`src/rtl/core/tahs_pkg.sv`:
```
`default_nettype none
package tahs_pkg;

  localparam int unsigned POS_WIDTH_DEF = 32;
  localparam int unsigned TOL_W         = 31;
  localparam int unsigned REG_IDX_W     = 3;

  localparam logic [63:0] RST_TOL     = 64'd655;
  localparam logic [63:0] RST_COARSE  = 64'd65536;
  localparam logic [63:0] RST_FINE    = 64'd13107;
  localparam logic [63:0] RST_A_END   = 64'd0;
  localparam logic [63:0] RST_A_FAR   = 64'd196608;
  localparam logic [63:0] RST_B_END   = 64'd0;
  localparam logic [63:0] RST_B_START = 64'd98304;
  localparam logic [63:0] RST_BACKOFF = 64'd13107;

  typedef enum logic [3:0] {
    PH_IDLE    = 4'd0,
    PH_COARSE  = 4'd1,
    PH_BACKOFF = 4'd2,
    PH_FINE    = 4'd3,
    PH_A_FAR   = 4'd4,
    PH_B_PLACE = 4'd5,
    PH_RISE    = 4'd6,
    PH_FALL    = 4'd7,
    PH_ZERO    = 4'd8,
    PH_DONE    = 4'd9
  } phase_e;

  typedef enum logic [REG_IDX_W-1:0] {
    REG_TOL      = 3'd0,
    REG_COARSE   = 3'd1,
    REG_FINE     = 3'd2,
    REG_A_END    = 3'd3,
    REG_A_FAR    = 3'd4,
    REG_B_END    = 3'd5,
    REG_B_START  = 3'd6,
    REG_BACKOFF  = 3'd7
  } reg_idx_e;

endpackage
`default_nettype wire

```
`src/rtl/core/tahs_if.sv`:
```
`default_nettype none
interface tahs_in_if #(
  parameter int unsigned POS_WIDTH = tahs_pkg::POS_WIDTH_DEF
);
  logic                        valid;
  logic                        ready;
  logic                        start_req;
  logic                        endstop_a_level;
  logic                        endstop_b_level;
  logic signed [POS_WIDTH-1:0] pos_a;
  logic signed [POS_WIDTH-1:0] pos_b;

  modport source (
    output valid, start_req, endstop_a_level, endstop_b_level, pos_a, pos_b,
    input  ready
  );
  modport sink (
    input  valid, start_req, endstop_a_level, endstop_b_level, pos_a, pos_b,
    output ready
  );
endinterface

interface tahs_res_if #(
  parameter int unsigned POS_WIDTH = tahs_pkg::POS_WIDTH_DEF
);
  logic                        valid;
  logic                        ready;
  logic signed [POS_WIDTH-1:0] vel_a_cmd;
  logic signed [POS_WIDTH-1:0] pos_a_target;
  logic signed [POS_WIDTH-1:0] vel_b_cmd;
  logic signed [POS_WIDTH-1:0] pos_b_target;
  logic                        load_enc_a;
  logic signed [POS_WIDTH-1:0] enc_a_value;
  logic                        load_enc_b;
  logic signed [POS_WIDTH-1:0] enc_b_value;
  logic [3:0]                  phase;
  logic                        done_res;

  modport source (
    output valid, vel_a_cmd, pos_a_target, vel_b_cmd, pos_b_target, load_enc_a,
           enc_a_value, load_enc_b, enc_b_value, phase, done_res,
    input  ready
  );
  modport sink (
    input  valid, vel_a_cmd, pos_a_target, vel_b_cmd, pos_b_target, load_enc_a,
           enc_a_value, load_enc_b, enc_b_value, phase, done_res,
    output ready
  );
endinterface
`default_nettype wire

```
`src/rtl/core/tahs_cfg_regs.sv`:
```
`default_nettype none
module tahs_cfg_regs #(
  parameter int unsigned POS_WIDTH = tahs_pkg::POS_WIDTH_DEF,
  parameter type cfg_t = logic,
  localparam int unsigned DATA_W   = (POS_WIDTH > 32) ? 64 : 32,
  localparam int unsigned ADDR_LSB = (POS_WIDTH > 32) ? 3 : 2,
  localparam int unsigned ADDR_W   = ADDR_LSB + tahs_pkg::REG_IDX_W
) (
  input  wire logic              clk_i,
  input  wire logic              rst_ni,
  input  wire logic              psel,
  input  wire logic              penable,
  input  wire logic              pwrite,
  input  wire logic [ADDR_W-1:0] paddr,
  input  wire logic [DATA_W-1:0] pwdata,
  output logic      [DATA_W-1:0] prdata,
  output logic                   pready,
  output cfg_t                   cfg_o
);
  import tahs_pkg::*;

  typedef logic signed [POS_WIDTH-1:0] pos_t;

  cfg_t     cfg_q;
  logic     wr_en;
  reg_idx_e idx;
  pos_t     wval;

  assign pready = 1'b1;
  assign wr_en  = psel && penable && pwrite && pready;
  assign idx    = reg_idx_e'(paddr[ADDR_W-1:ADDR_LSB]);
  assign wval   = pwdata[POS_WIDTH-1:0];
  assign cfg_o  = cfg_q;

  always_ff @(posedge clk_i or negedge rst_ni) begin
    if (!rst_ni) begin
      cfg_q.tol          <= RST_TOL[TOL_W-1:0];
      cfg_q.coarse_speed <= RST_COARSE[POS_WIDTH-1:0];
      cfg_q.fine_speed   <= RST_FINE[POS_WIDTH-1:0];
      cfg_q.a_end        <= RST_A_END[POS_WIDTH-1:0];
      cfg_q.a_far        <= RST_A_FAR[POS_WIDTH-1:0];
      cfg_q.b_end        <= RST_B_END[POS_WIDTH-1:0];
      cfg_q.b_start      <= RST_B_START[POS_WIDTH-1:0];
      cfg_q.backoff      <= RST_BACKOFF[TOL_W-1:0];
    end else if (wr_en) begin
      unique case (idx)
        REG_TOL:     cfg_q.tol          <= pwdata[TOL_W-1:0];
        REG_COARSE:  cfg_q.coarse_speed <= wval;
        REG_FINE:    cfg_q.fine_speed   <= wval;
        REG_A_END:   cfg_q.a_end        <= wval;
        REG_A_FAR:   cfg_q.a_far        <= wval;
        REG_B_END:   cfg_q.b_end        <= wval;
        REG_B_START: cfg_q.b_start      <= wval;
        REG_BACKOFF: cfg_q.backoff      <= pwdata[TOL_W-1:0];
        default: ;
      endcase
    end
  end

  always_comb begin
    prdata = '0;
    unique case (idx)
      REG_TOL:     prdata = DATA_W'(cfg_q.tol);
      REG_COARSE:  prdata = DATA_W'($signed(cfg_q.coarse_speed));
      REG_FINE:    prdata = DATA_W'($signed(cfg_q.fine_speed));
      REG_A_END:   prdata = DATA_W'($signed(cfg_q.a_end));
      REG_A_FAR:   prdata = DATA_W'($signed(cfg_q.a_far));
      REG_B_END:   prdata = DATA_W'($signed(cfg_q.b_end));
      REG_B_START: prdata = DATA_W'($signed(cfg_q.b_start));
      REG_BACKOFF: prdata = DATA_W'(cfg_q.backoff);
      default: ;
    endcase
  end

endmodule
`default_nettype wire

```
`src/rtl/core/tahs_step.sv`:
```
`default_nettype none
module tahs_step #(
  parameter int unsigned POS_WIDTH = tahs_pkg::POS_WIDTH_DEF,
  parameter type cfg_t   = logic,
  parameter type state_t = logic,
  parameter type item_t  = logic,
  parameter type res_t   = logic
) (
  input  wire cfg_t   cfg_i,
  input  wire state_t state_i,
  input  wire item_t  item_i,
  output state_t      state_o,
  output res_t        res_o
);
  import tahs_pkg::*;

  typedef logic signed [POS_WIDTH-1:0] pos_t;

  localparam int unsigned SW = ((POS_WIDTH > TOL_W) ? POS_WIDTH : TOL_W) + 2;
  localparam int unsigned CW = ((POS_WIDTH + 1) > TOL_W) ? (POS_WIDTH + 1) : TOL_W;
  localparam pos_t PMAX = {1'b0, {(POS_WIDTH-1){1'b1}}};
  localparam pos_t PMIN = {1'b1, {(POS_WIDTH-1){1'b0}}};

  function automatic logic reached(input pos_t p, input pos_t t,
                                   input logic [TOL_W-1:0] tol);
    logic signed [POS_WIDTH:0] d;
    logic        [POS_WIDTH:0] m;
    d = (POS_WIDTH+1)'(p) - (POS_WIDTH+1)'(t);
    m = d[POS_WIDTH] ? $unsigned(-d) : $unsigned(d);
    return CW'(m) < CW'(tol);
  endfunction

  function automatic pos_t sat(input logic signed [SW-1:0] s);
    if (s > SW'(PMAX)) begin
      return PMAX;
    end else if (s < SW'(PMIN)) begin
      return PMIN;
    end
    return s[POS_WIDTH-1:0];
  endfunction

  logic                 sw_a, sw_b, hit_a, hit_b;
  pos_t                 pa, pb;
  logic signed [SW-1:0] back_sum, half_diff, cal_sum;
  pos_t                 back_tgt, neg_fine, cal_pos;
  phase_e               phase_d;
  state_t               state_d;
  logic                 lda, ldb;
  pos_t                 enca, encb;

  assign sw_a  = item_i.endstop_a_level;
  assign sw_b  = !item_i.endstop_b_level;
  assign pa    = item_i.pos_a;
  assign pb    = item_i.pos_b;
  assign hit_a = reached(pa, state_i.tgt_a, cfg_i.tol);
  assign hit_b = reached(pb, state_i.tgt_b, cfg_i.tol);

  always_comb begin
    back_sum  = SW'(pa) - $signed(SW'(cfg_i.backoff));
    back_tgt  = sat(back_sum);
    half_diff = SW'(pb) - SW'($signed(state_i.rise_pos));
    half_diff = half_diff >>> 1;
    cal_sum   = half_diff + SW'($signed(cfg_i.b_end));
    cal_pos   = sat(cal_sum);
    neg_fine  = (cfg_i.fine_speed == PMIN) ? PMAX : -cfg_i.fine_speed;
  end

  always_comb begin
    phase_d = phase_e'(state_i.phase);
    if (item_i.start_req) begin
      phase_d = PH_COARSE;
    end else begin
      unique case (phase_e'(state_i.phase))
        PH_COARSE:  if (sw_a) phase_d = PH_BACKOFF;
        PH_BACKOFF: if (hit_a) phase_d = PH_FINE;
        PH_FINE:    if (sw_a) phase_d = PH_A_FAR;
        PH_A_FAR:   if (hit_a) phase_d = PH_B_PLACE;
        PH_B_PLACE: if (hit_b) phase_d = PH_RISE;
        PH_RISE:    if (sw_b) phase_d = PH_FALL;
        PH_FALL:    if (!sw_b) phase_d = PH_ZERO;
        PH_ZERO:    if (hit_a && hit_b) phase_d = PH_DONE;
        default: ;
      endcase
    end
  end

  always_comb begin
    state_d = state_i;
    lda     = 1'b0;
    ldb     = 1'b0;
    enca    = '0;
    encb    = '0;
    if (item_i.start_req) begin
      state_d.rise_pos = '0;
      state_d.vel_a    = cfg_i.coarse_speed;
      state_d.tgt_a    = '0;
      state_d.vel_b    = '0;
      state_d.tgt_b    = cfg_i.b_start;
    end else begin
      case (phase_e'(state_i.phase))
        PH_COARSE: begin
          if (sw_a) begin
            state_d.vel_a = '0;
            state_d.tgt_a = back_tgt;
          end
        end
        PH_BACKOFF: begin
          if (hit_a) state_d.vel_a = cfg_i.fine_speed;
        end
        PH_FINE: begin
          if (sw_a) begin
            state_d.vel_a = '0;
            lda           = 1'b1;
            enca          = cfg_i.a_end;
            state_d.tgt_a = cfg_i.a_far;
          end
        end
        PH_B_PLACE: begin
          if (hit_b) state_d.vel_b = neg_fine;
        end
        PH_RISE: begin
          if (sw_b) state_d.rise_pos = pb;
        end
        PH_FALL: begin
          if (!sw_b) begin
            state_d.vel_b = '0;
            ldb           = 1'b1;
            encb          = cal_pos;
            state_d.tgt_a = '0;
            state_d.tgt_b = '0;
          end
        end
        default: ;
      endcase
    end
    state_d.phase = phase_d;
  end

  always_comb begin
    state_o            = state_d;
    res_o.vel_a_cmd    = state_d.vel_a;
    res_o.pos_a_target = state_d.tgt_a;
    res_o.vel_b_cmd    = state_d.vel_b;
    res_o.pos_b_target = state_d.tgt_b;
    res_o.load_enc_a   = lda;
    res_o.enc_a_value  = enca;
    res_o.load_enc_b   = ldb;
    res_o.enc_b_value  = encb;
    res_o.phase        = phase_d;
    res_o.done_res     = (phase_d == PH_DONE);
  end

endmodule
`default_nettype wire

```
`src/rtl/core/two_axis_homing_sequencer_top.sv`:
```
// Two-axis homing sequencer.
// in_i carries one control tick: start request, both raw endstop levels and
// both measured positions. res_o returns one result per tick: velocity and
// position commands of both axes, one-tick encoder reload strobes with their
// values, the current phase and the done flag.
// Settings are written through the APB port (one register per word); write
// them only while no tick is in flight.
// Each tick passes through the input register, one pass of sequencing logic
// and the result register.
// Throughput: one tick per cycle while res_o does not stall.
// When res_o stalls, the result register holds and the input register takes
// one more tick; in_i.ready then drops until res_o moves again.
// Reset clears the phase to idle, the held velocities and targets to zero and
// the settings to their defaults; no clearing pass is needed.
`default_nettype none
module two_axis_homing_sequencer_top #(
  parameter int unsigned POS_WIDTH = tahs_pkg::POS_WIDTH_DEF,
  localparam int unsigned DATA_W   = (POS_WIDTH > 32) ? 64 : 32,
  localparam int unsigned ADDR_LSB = (POS_WIDTH > 32) ? 3 : 2,
  localparam int unsigned ADDR_W   = ADDR_LSB + tahs_pkg::REG_IDX_W
) (
  input  wire logic              clk_i,
  input  wire logic              rst_ni,
  tahs_in_if.sink                in_i,
  tahs_res_if.source             res_o,
  input  wire logic              psel,
  input  wire logic              penable,
  input  wire logic              pwrite,
  input  wire logic [ADDR_W-1:0] paddr,
  input  wire logic [DATA_W-1:0] pwdata,
  output logic      [DATA_W-1:0] prdata,
  output logic                   pready
);
  import tahs_pkg::*;

  typedef logic signed [POS_WIDTH-1:0] pos_t;

  typedef struct packed {
    logic [TOL_W-1:0] tol;
    pos_t             coarse_speed;
    pos_t             fine_speed;
    pos_t             a_end;
    pos_t             a_far;
    pos_t             b_end;
    pos_t             b_start;
    logic [TOL_W-1:0] backoff;
  } cfg_t;

  typedef struct packed {
    phase_e phase;
    pos_t   rise_pos;
    pos_t   vel_a;
    pos_t   tgt_a;
    pos_t   vel_b;
    pos_t   tgt_b;
  } state_t;

  typedef struct packed {
    logic start_req;
    logic endstop_a_level;
    logic endstop_b_level;
    pos_t pos_a;
    pos_t pos_b;
  } item_t;

  typedef struct packed {
    pos_t   vel_a_cmd;
    pos_t   pos_a_target;
    pos_t   vel_b_cmd;
    pos_t   pos_b_target;
    logic   load_enc_a;
    pos_t   enc_a_value;
    logic   load_enc_b;
    pos_t   enc_b_value;
    phase_e phase;
    logic   done_res;
  } res_t;

  cfg_t   cfg;
  state_t state_q, state_d;
  item_t  item_q;
  res_t   res_q, res_d;
  logic   s1_valid_q;
  logic   out_valid_q;
  logic   adv_out;
  logic   in_xfer;

  tahs_cfg_regs #(
    .POS_WIDTH (POS_WIDTH),
    .cfg_t     (cfg_t)
  ) u_cfg (
    .clk_i   (clk_i),
    .rst_ni  (rst_ni),
    .psel    (psel),
    .penable (penable),
    .pwrite  (pwrite),
    .paddr   (paddr),
    .pwdata  (pwdata),
    .prdata  (prdata),
    .pready  (pready),
    .cfg_o   (cfg)
  );

  tahs_step #(
    .POS_WIDTH (POS_WIDTH),
    .cfg_t     (cfg_t),
    .state_t   (state_t),
    .item_t    (item_t),
    .res_t     (res_t)
  ) u_step (
    .cfg_i   (cfg),
    .state_i (state_q),
    .item_i  (item_q),
    .state_o (state_d),
    .res_o   (res_d)
  );

  assign adv_out    = !out_valid_q || res_o.ready;
  assign in_i.ready = !s1_valid_q || adv_out;
  assign in_xfer    = in_i.valid && in_i.ready;

  always_ff @(posedge clk_i or negedge rst_ni) begin
    if (!rst_ni) begin
      s1_valid_q <= 1'b0;
    end else if (in_xfer) begin
      s1_valid_q <= 1'b1;
    end else if (adv_out) begin
      s1_valid_q <= 1'b0;
    end
  end

  always_ff @(posedge clk_i) begin
    if (in_xfer) begin
      item_q.start_req       <= in_i.start_req;
      item_q.endstop_a_level <= in_i.endstop_a_level;
      item_q.endstop_b_level <= in_i.endstop_b_level;
      item_q.pos_a           <= in_i.pos_a;
      item_q.pos_b           <= in_i.pos_b;
    end
  end

  always_ff @(posedge clk_i or negedge rst_ni) begin
    if (!rst_ni) begin
      state_q     <= '{phase: PH_IDLE, default: '0};
      out_valid_q <= 1'b0;
    end else if (s1_valid_q && adv_out) begin
      state_q     <= state_d;
      out_valid_q <= 1'b1;
    end else if (res_o.ready) begin
      out_valid_q <= 1'b0;
    end
  end

  always_ff @(posedge clk_i) begin
    if (s1_valid_q && adv_out) begin
      res_q <= res_d;
    end
  end

  assign res_o.valid        = out_valid_q;
  assign res_o.vel_a_cmd    = res_q.vel_a_cmd;
  assign res_o.pos_a_target = res_q.pos_a_target;
  assign res_o.vel_b_cmd    = res_q.vel_b_cmd;
  assign res_o.pos_b_target = res_q.pos_b_target;
  assign res_o.load_enc_a   = res_q.load_enc_a;
  assign res_o.enc_a_value  = res_q.enc_a_value;
  assign res_o.load_enc_b   = res_q.load_enc_b;
  assign res_o.enc_b_value  = res_q.enc_b_value;
  assign res_o.phase        = res_q.phase;
  assign res_o.done_res     = res_q.done_res;

  a_lda_phase: assert property (@(posedge clk_i) disable iff (!rst_ni)
    res_o.valid && res_o.load_enc_a |-> res_o.phase == PH_A_FAR)
    else $error("encoder A reload outside the far-move entry");

  a_done_phase: assert property (@(posedge clk_i) disable iff (!rst_ni)
    res_o.valid |-> res_o.done_res == (res_o.phase == PH_DONE))
    else $error("done flag disagrees with phase");

  a_encb_zero: assert property (@(posedge clk_i) disable iff (!rst_ni)
    res_o.valid && !res_o.load_enc_b |-> res_o.enc_b_value == '0)
    else $error("encoder B value set without reload");

  a_state_hold: assert property (@(posedge clk_i) disable iff (!rst_ni)
    !(s1_valid_q && adv_out) |=> $stable(state_q))
    else $error("sequencer state moved without a tick");

endmodule
`default_nettype wire

```
`src/flat_wrapper.sv`:
```
// flat-port wrapper written by rule: the top's interface ports become plain ports
module two_axis_homing_sequencer_top_flat import tahs_pkg::*;
#(
  parameter int unsigned POS_WIDTH = tahs_pkg::POS_WIDTH_DEF,
  localparam int unsigned DATA_W   = (POS_WIDTH > 32) ? 64 : 32,
  localparam int unsigned ADDR_LSB = (POS_WIDTH > 32) ? 3 : 2,
  localparam int unsigned ADDR_W   = ADDR_LSB + tahs_pkg::REG_IDX_W
)
  (clk_i, rst_ni, psel, penable, pwrite, paddr, pwdata, prdata, pready, in_i_valid, in_i_start_req, in_i_endstop_a_level, in_i_endstop_b_level, in_i_pos_a, in_i_pos_b, in_i_ready, res_o_valid, res_o_vel_a_cmd, res_o_pos_a_target, res_o_vel_b_cmd, res_o_pos_b_target, res_o_load_enc_a, res_o_enc_a_value, res_o_load_enc_b, res_o_enc_b_value, res_o_phase, res_o_done_res, res_o_ready);
  tahs_in_if #(.POS_WIDTH(POS_WIDTH)) in_i_i ();
  tahs_res_if #(.POS_WIDTH(POS_WIDTH)) res_o_i ();
  input  wire logic clk_i;
  input  wire logic rst_ni;
  input  wire logic psel;
  input  wire logic penable;
  input  wire logic pwrite;
  input  wire logic [ADDR_W-1:0] paddr;
  input  wire logic [DATA_W-1:0] pwdata;
  output logic      [DATA_W-1:0] prdata;
  output logic pready;
  input wire logic [$bits(in_i_i.valid)-1:0] in_i_valid;
  input wire logic [$bits(in_i_i.start_req)-1:0] in_i_start_req;
  input wire logic [$bits(in_i_i.endstop_a_level)-1:0] in_i_endstop_a_level;
  input wire logic [$bits(in_i_i.endstop_b_level)-1:0] in_i_endstop_b_level;
  input wire logic [$bits(in_i_i.pos_a)-1:0] in_i_pos_a;
  input wire logic [$bits(in_i_i.pos_b)-1:0] in_i_pos_b;
  output wire logic [$bits(in_i_i.ready)-1:0] in_i_ready;
  output wire logic [$bits(res_o_i.valid)-1:0] res_o_valid;
  output wire logic [$bits(res_o_i.vel_a_cmd)-1:0] res_o_vel_a_cmd;
  output wire logic [$bits(res_o_i.pos_a_target)-1:0] res_o_pos_a_target;
  output wire logic [$bits(res_o_i.vel_b_cmd)-1:0] res_o_vel_b_cmd;
  output wire logic [$bits(res_o_i.pos_b_target)-1:0] res_o_pos_b_target;
  output wire logic [$bits(res_o_i.load_enc_a)-1:0] res_o_load_enc_a;
  output wire logic [$bits(res_o_i.enc_a_value)-1:0] res_o_enc_a_value;
  output wire logic [$bits(res_o_i.load_enc_b)-1:0] res_o_load_enc_b;
  output wire logic [$bits(res_o_i.enc_b_value)-1:0] res_o_enc_b_value;
  output wire logic [$bits(res_o_i.phase)-1:0] res_o_phase;
  output wire logic [$bits(res_o_i.done_res)-1:0] res_o_done_res;
  input wire logic [$bits(res_o_i.ready)-1:0] res_o_ready;
  assign in_i_i.valid = in_i_valid;
  assign in_i_i.start_req = in_i_start_req;
  assign in_i_i.endstop_a_level = in_i_endstop_a_level;
  assign in_i_i.endstop_b_level = in_i_endstop_b_level;
  assign in_i_i.pos_a = in_i_pos_a;
  assign in_i_i.pos_b = in_i_pos_b;
  assign in_i_ready = in_i_i.ready;
  assign res_o_valid = res_o_i.valid;
  assign res_o_vel_a_cmd = res_o_i.vel_a_cmd;
  assign res_o_pos_a_target = res_o_i.pos_a_target;
  assign res_o_vel_b_cmd = res_o_i.vel_b_cmd;
  assign res_o_pos_b_target = res_o_i.pos_b_target;
  assign res_o_load_enc_a = res_o_i.load_enc_a;
  assign res_o_enc_a_value = res_o_i.enc_a_value;
  assign res_o_load_enc_b = res_o_i.load_enc_b;
  assign res_o_enc_b_value = res_o_i.enc_b_value;
  assign res_o_phase = res_o_i.phase;
  assign res_o_done_res = res_o_i.done_res;
  assign res_o_i.ready = res_o_ready;
  two_axis_homing_sequencer_top #(.POS_WIDTH(POS_WIDTH)) u_core (.clk_i(clk_i), .rst_ni(rst_ni), .in_i(in_i_i), .res_o(res_o_i), .psel(psel), .penable(penable), .pwrite(pwrite), .paddr(paddr), .pwdata(pwdata), .prdata(prdata), .pready(pready));
endmodule
```
`config.mk`:
```
export PLATFORM = sky130hd
export DESIGN_NAME = two_axis_homing_sequencer_top_flat
export DESIGN_NICKNAME = d
export VERILOG_FILES = /design/src/rtl/core/tahs_pkg.sv /design/src/rtl/core/tahs_if.sv /design/src/rtl/core/tahs_cfg_regs.sv /design/src/rtl/core/tahs_step.sv /design/src/rtl/core/two_axis_homing_sequencer_top.sv /design/src/flat_wrapper.sv
export SDC_FILE = /design/constraint.sdc
export NUM_CORES = 2
export LEC_CHECK = 0
export ABC_AREA = 1
export ABC_CLOCK_PERIOD_IN_PS = 5500
export BUFFER_PORTS_ARGS = -buffer_cell sky130_fd_sc_hd__buf_4
export CELL_PAD_IN_SITES_DETAIL_PLACEMENT = 0
export CELL_PAD_IN_SITES_GLOBAL_PLACEMENT = 1
export CORE_ASPECT_RATIO = 0.75
export CORE_MARGIN = 3
export CORE_UTILIZATION = 45
export CTS_BUF_LIST = sky130_fd_sc_hd__clkbuf_16
export DETAILED_ROUTE_END_ITERATION = 16
export MAX_ROUTING_LAYER = met4
export PLACE_DENSITY = 0.89
export SLEW_MARGIN = 10
export SYNTH_ARGS = -nofsm -noshare
export SYNTH_HDL_FRONTEND = slang
export SYNTH_SLANG_ARGS = --single-unit
```
`constraint.sdc`:
```
create_clock -name clk_i -period 5.5 [get_ports clk_i]
set_clock_uncertainty 0.2 [all_clocks]
set_input_delay 0.825 -clock clk_i [delete_from_list [all_inputs] [get_ports clk_i]]
set_output_delay 0.825 -clock clk_i [all_outputs]
set_load 0.03 [all_outputs]
```
# == Word-level counts from Yosys, hierarchy flattened ==
# Cells that the tools add are included.
# totals
output_inout_bits,234
wordCells,135
ff_bits,686
# classes
n_lt_le_gt_ge,6
reduce_logical,26
bitwise_logic,4
addsub,8
muxes,42
n_eq_ne,18
# ops
operator,count
$mux W32,12
$pmux W32 S8,1
$pmux W32 S3,2
$mux W160,1
$sub A32 B32 Y33,4
$mux W64,2
$mux W96,1
$gt A33 B32 Y1 const B,2
$lt A33 B31 Y1,2
$lt A33 B32 Y1 const B,2
$mux W33,2
$neg A33 Y33,2
$pmux W32 S2,1
$mux W4,9
$add A32 B32 Y33,1
$eq A32 B32 Y1 const B,1
$neg A32 Y32,1
$pmux W4 S8,1
$eq A4 B3 Y1 const B,4
$reduce_and A2 Y1,8
$eq A3 B3 Y1 const B,4
$mux W1,10
$eq A4 B2 Y1 const B,2
$eq A4 B4 Y1 const B,2
13 further kinds,27

# == Logic depth before layout (Yosys ltp) ==
# depth
depth_word,9
depth_mapped,42

# == Cells and area by module ==
# A second synthesis with hierarchy kept.
# hier_totals
hier_cells,6310
hier_area_um2,46913.7
# by_module_without_submodules
mod,area_each_um2,cells_per_inst,instances
tahs_step,20513.4,3913,1
two_axis_homing_sequencer_top,14523.9,987,1
tahs_cfg_regs,11876.4,1410,1

# == Worst setup path after synthesis ==
# No wires, ideal clock.
# synth_path
path_kind,register to register
startpoint,register u_core.state_q[64] in the netlist's numbering
endpoint,"register u_core.res_q (netlist bit u_core.res_o.vel_a_cmd[31]), data pin"
setup_slack_ns,0.520
t_arrival_ns,4.526
stages_incl_launch_ff,37
required_time_ns,5.046
path_buffers,3
setup_ns,0.254
cell_sequence,dfrtp_1 > ha_1 > fa_1 > inv_1 > nand3_1 > nand2_1 > nand2_1 > nand2_1 > nand2_1 > nand2_1 > nand4_1 > nand3_1 > nand2_1 > inv_1 > clkbuf_1 > clkbuf_1 > nand2_1 > xor2_1 > inv_1 > ha_1 > a21oi_1 > o21ai_0 > nand2_1 > a31o_2 > nand3_1 > nand2_1 > nand2_1 > nand2_1 > nand2_1 > nand2_1 > nand2_1 > nor2_2 > buf_2 > nand3_1 > nand3_1 > nand2_1 > o21a_1
# synth_rtl
item,line,text
start: declaration,two_axis_homing_sequencer_top.sv:80,"state_t state_q, state_d;"
start signal: assignment,two_axis_homing_sequencer_top.sv:147,state_q <= state_d;
end signal: assignment,two_axis_homing_sequencer_top.sv:156,res_q <= res_d;
end: declaration,two_axis_homing_sequencer_top.sv:82,"res_t res_q, res_d;"

==> impl_metrics.py <==
metrics = {
    "die": {
        "placementRows": 99,
        "pin_count": 345,
        "die_h_um": 279.0,
        "die_width_um": 370.0,
        "start_util_pct": 45.69,
        "die-area_um2": 103200,
        "fp.coreArea_um2": 97860,
    },
    "sta": {
        "period_share_pct": 101.5,
        "finalMaxSlewViolations": 0,
        "slew_headroom_pct": 22.40,
        "fin_ws_ps": -83.40,
        "fin_crit_ps": 5583,
        "rsz0062_at_grt": "true",
        "tightest_slew_ps": 1160,
        "fmax_mhz": 179.1,
        "hold_viol": 0,
        "finalSetupViolCount": 45,
    },
    "synthesis": {
        "synth.avg_cell_area_um2": 7.418,
        "synth_area_leaders": "dfrtp_1, edfxtp_1, nand2_1, inv_1, ha_1",
        "synth-main-ff-cell": "dfrtp_1",
        "async_flop_share_pct": 61.22,
        "synth_most_common_cell": "nand2_1",
        "ys_ff_latch": 686,
        "syn_area_um2": 44710,
        "synthTopCellsByCount": "nand2_1, inv_1, o21ai_0",
        "syn-num-nets": 6365,
        "synth_top_area_share_pct": 21.99,
        "synth_edf_count": 266,
        "synthDistinctLibCells": 57,
        "synth_top_area_cell": "dfrtp_1",
        "syn_inst": 6028,
        "yosys_warnings": 0,
        "ys_seq_area_share_pct": 41.44,
    },
    "clock_tree": {
        "cts_sinks": 686,
        "numCtsBuffers": 73,
        "cts.path.max_buffers": 3,
        "tritoncts": "yes",
        "clk_pin_slew_worst_paths_ps": 70,
        "clockRootBuffer": "clkbuf_16",
        "cts_max_level": 3,
        "clk_latency_ps": 680,
    },
    "setup_path": {
        "ff2ff_setup_slack_ps": -80,
        "start_kind": "flop",
        "critPathMaxStageDelay_ps": 600,
        "arrival_ps": 5800,
        "worstSetupPathType": "flop to flop",
        "cpMaxStageDelayCell": "fa_2",
        "path_common_cell": "inv_2",
        "crit_fanout": 7,
        "worst_setup_path_end_kind": "flop",
        "crit_required_ps": 5720,
    },
    "routing": {
        "routed_wl_um": 174700,
        "routedWlPerCell_um": 22.04,
        "dr.pass1.iters": 7,
        "routed_via_density": 5.521,
        "drc": 0,
        "ant_nets": 0,
        "dr_total_vias": 43770,
        "drtIter0Drc": 5008,
    },
    "global_routing": {
        "gr-total-overflow": 0,
        "grt_pass1_vias": 39840,
        "grt_max_degree": 110,
        "grt_pass1_wl_um": 253300,
        "track_usage_pct": 33.57,
        "antenna_found_initial": 21,
    },
    "flow_run": {
        "max-cap-violations": 0,
    },
    "layout": {
        "finalInstanceArea_um2": 54860,
        "syn2layout_area_growth_pct": 22.69,
        "instances_no_fill": 7929,
        "layout-drive-gt1-share_pct": 18.11,
        "nets": 6881,
    },
    "placement": {
        "portBuffers": 341,
        "placed_cell_area_um2": 50200,
        "place_inst": 7718,
        "place.detailed.hpwl_um": 134100,
        "routabilityCongestion": 1.016,
    },
    "hold_path": {
        "hold_path.class": "input port to flop",
    },
    "power": {
        "p_per_area_nw_per_um2": 614.9,
        "vdd_drop_max_mv": 0.4306,
        "finalPower_mw": 33.73,
        "leakagePower_nw": 26.53,
    },
    "status": {
        "violations": "setup timing",
        "status": "complete, but fails checks",
    },
}
## flip-flops by register name, summed over array words and instances (netlist names)
name,count
u_core.res_o.vel_b_cmd,32
u_core.res_o.vel_a_cmd,32
u_core.u_cfg.cfg_o,254
u_core.res_o.load_enc_a,1
u_core.res_o.valid,1
u_core.res_o.load_enc_b,1
u_core.res_o.pos_a_target,32
u_core.s1_valid_q,1
u_core.state_q,164
u_core.res_o.enc_a_value,32
u_core.res_o.phase,4
u_core.res_o.pos_b_target,32
u_core.res_o.enc_b_value,32
u_core.item_q,67
u_core.res_o.done_res,1
## through the flow
| step | util (%) | hold WS, ps | setup slack, ps | TNS, ps |
|---|---|---|---|---|
| finish | 56.06 | 126.2 | -83.40 | -1605 |
| global route | 56.06 | 95.84 | -364.3 | -29690 |
| CTS | 53.86 | 91.05 | 6.534 | 0 |
| detailed placement | 51.30 | 264.7 | -167.1 | -5685 |
| global placement | 51.30 | 262.0 | -96.80 | -1160 |
| floorplan | - | 248.8 | 519.7 | 0 |
## per-layer routing
layer,vias to the layer above,GRT usage (%),share of wire [%]
met5,-,-,0
met4,0,9.517,3.1
met3,239,7.309,9.7
met2,1970,47.69,42
met1,20810,48.03,45
li1,20750,-,-
## power breakdown
| group | switching, mW | internal (mW) | total (mW) |
|---|---|---|---|
| sequential | 0.946 | 6.68 | 7.63 |
| clock | 2.23 | 2.82 | 5.05 |
| combinational | 13.0 | 8.06 | 21.1 |
| total | 16.2 | 17.6 | 33.7 |
## critical path: cells and delay by family, from the launching register on
| kind | cells | cell delay, ps |
|---|---|---|
| AO/OA/AOI/OAI | 5 | 660 |
| XOR/XNOR | 1 | 160 |
| adder cells (fa/ha/maj) | 4 | 1170 |
| buffers and inverters | 9 | 880 |
| flip-flops | 1 | 360 |
| AND/OR/NAND/NOR | 16 | 1890 |
## placed cells by master (no fill, tap or decap), drive strengths merged, types with 49 or more instances in the layout
master,n
nand4,57
clkbuf,85
xor2,104
a221oi,58
edfxtp,266
inv,941
o21ai,515
nand3,340
a21oi,384
dfrtp,393
nor2,381
xnor2,49
nand2,1744
buf,652
ha,221
o22ai,66
## final cells by class
class	count	area [um^2]
fill	9225	43000
multi-input combinational	4200	23380
sequential	686	18530
timing repair buffer	662	5401
inverter	921	3471
clock buffer	76	1902
tap	1313	1643
clock inverter	59	496.7
antenna	12	30.03
## cell families after synthesis
logic type / Yosys count / share of synthesized area (%)
and+or+nand+nor: 2637 / 24.47
buffers and inverters: 1142 / 9.771
other: 1 / 0.008387
DFF: 686 / 41.44
xor gates and xnor gates: 153 / 3.014
AOI/OAI and AO/OA: 1183 / 14.88
adders and majority gates: 226 / 6.408
## repair_timing
item | CTS | global route
gates resized for setup | 19 | 352
buffers inserted | 6 | 45
setup endpoints to repair | 116 | 165
gates cloned | 0 | 12
hold endpoints to repair | 6 | 0
hold buffers | 1 | 0
pin swaps | 3 | 131
## worst paths after layout
kind,depth (start not counted),endpoint,startpoint
setup / recovery,35,u_core.res_o.phase[0]$_DFFE_PP_,u_core.item_q[0]$_DFFE_PP_
hold / removal,1,u_core.item_q[7]$_DFFE_PP_,in_i_pos_b[7]
setup reg to reg,35,u_core.res_o.phase[0]$_DFFE_PP_,u_core.item_q[0]$_DFFE_PP_
hold reg to reg,2,u_core.state_q[122]$_DFFE_PN0P_,u_core.state_q[122]$_DFFE_PN0P_
max in group asynchronous,3,u_core.state_q[141]$_DFFE_PN0P_,rst_ni
min in group asynchronous,2,u_core.state_q[69]$_DFFE_PN0P_,rst_ni
Note: power is estimated with default switching activity, not from simulation.
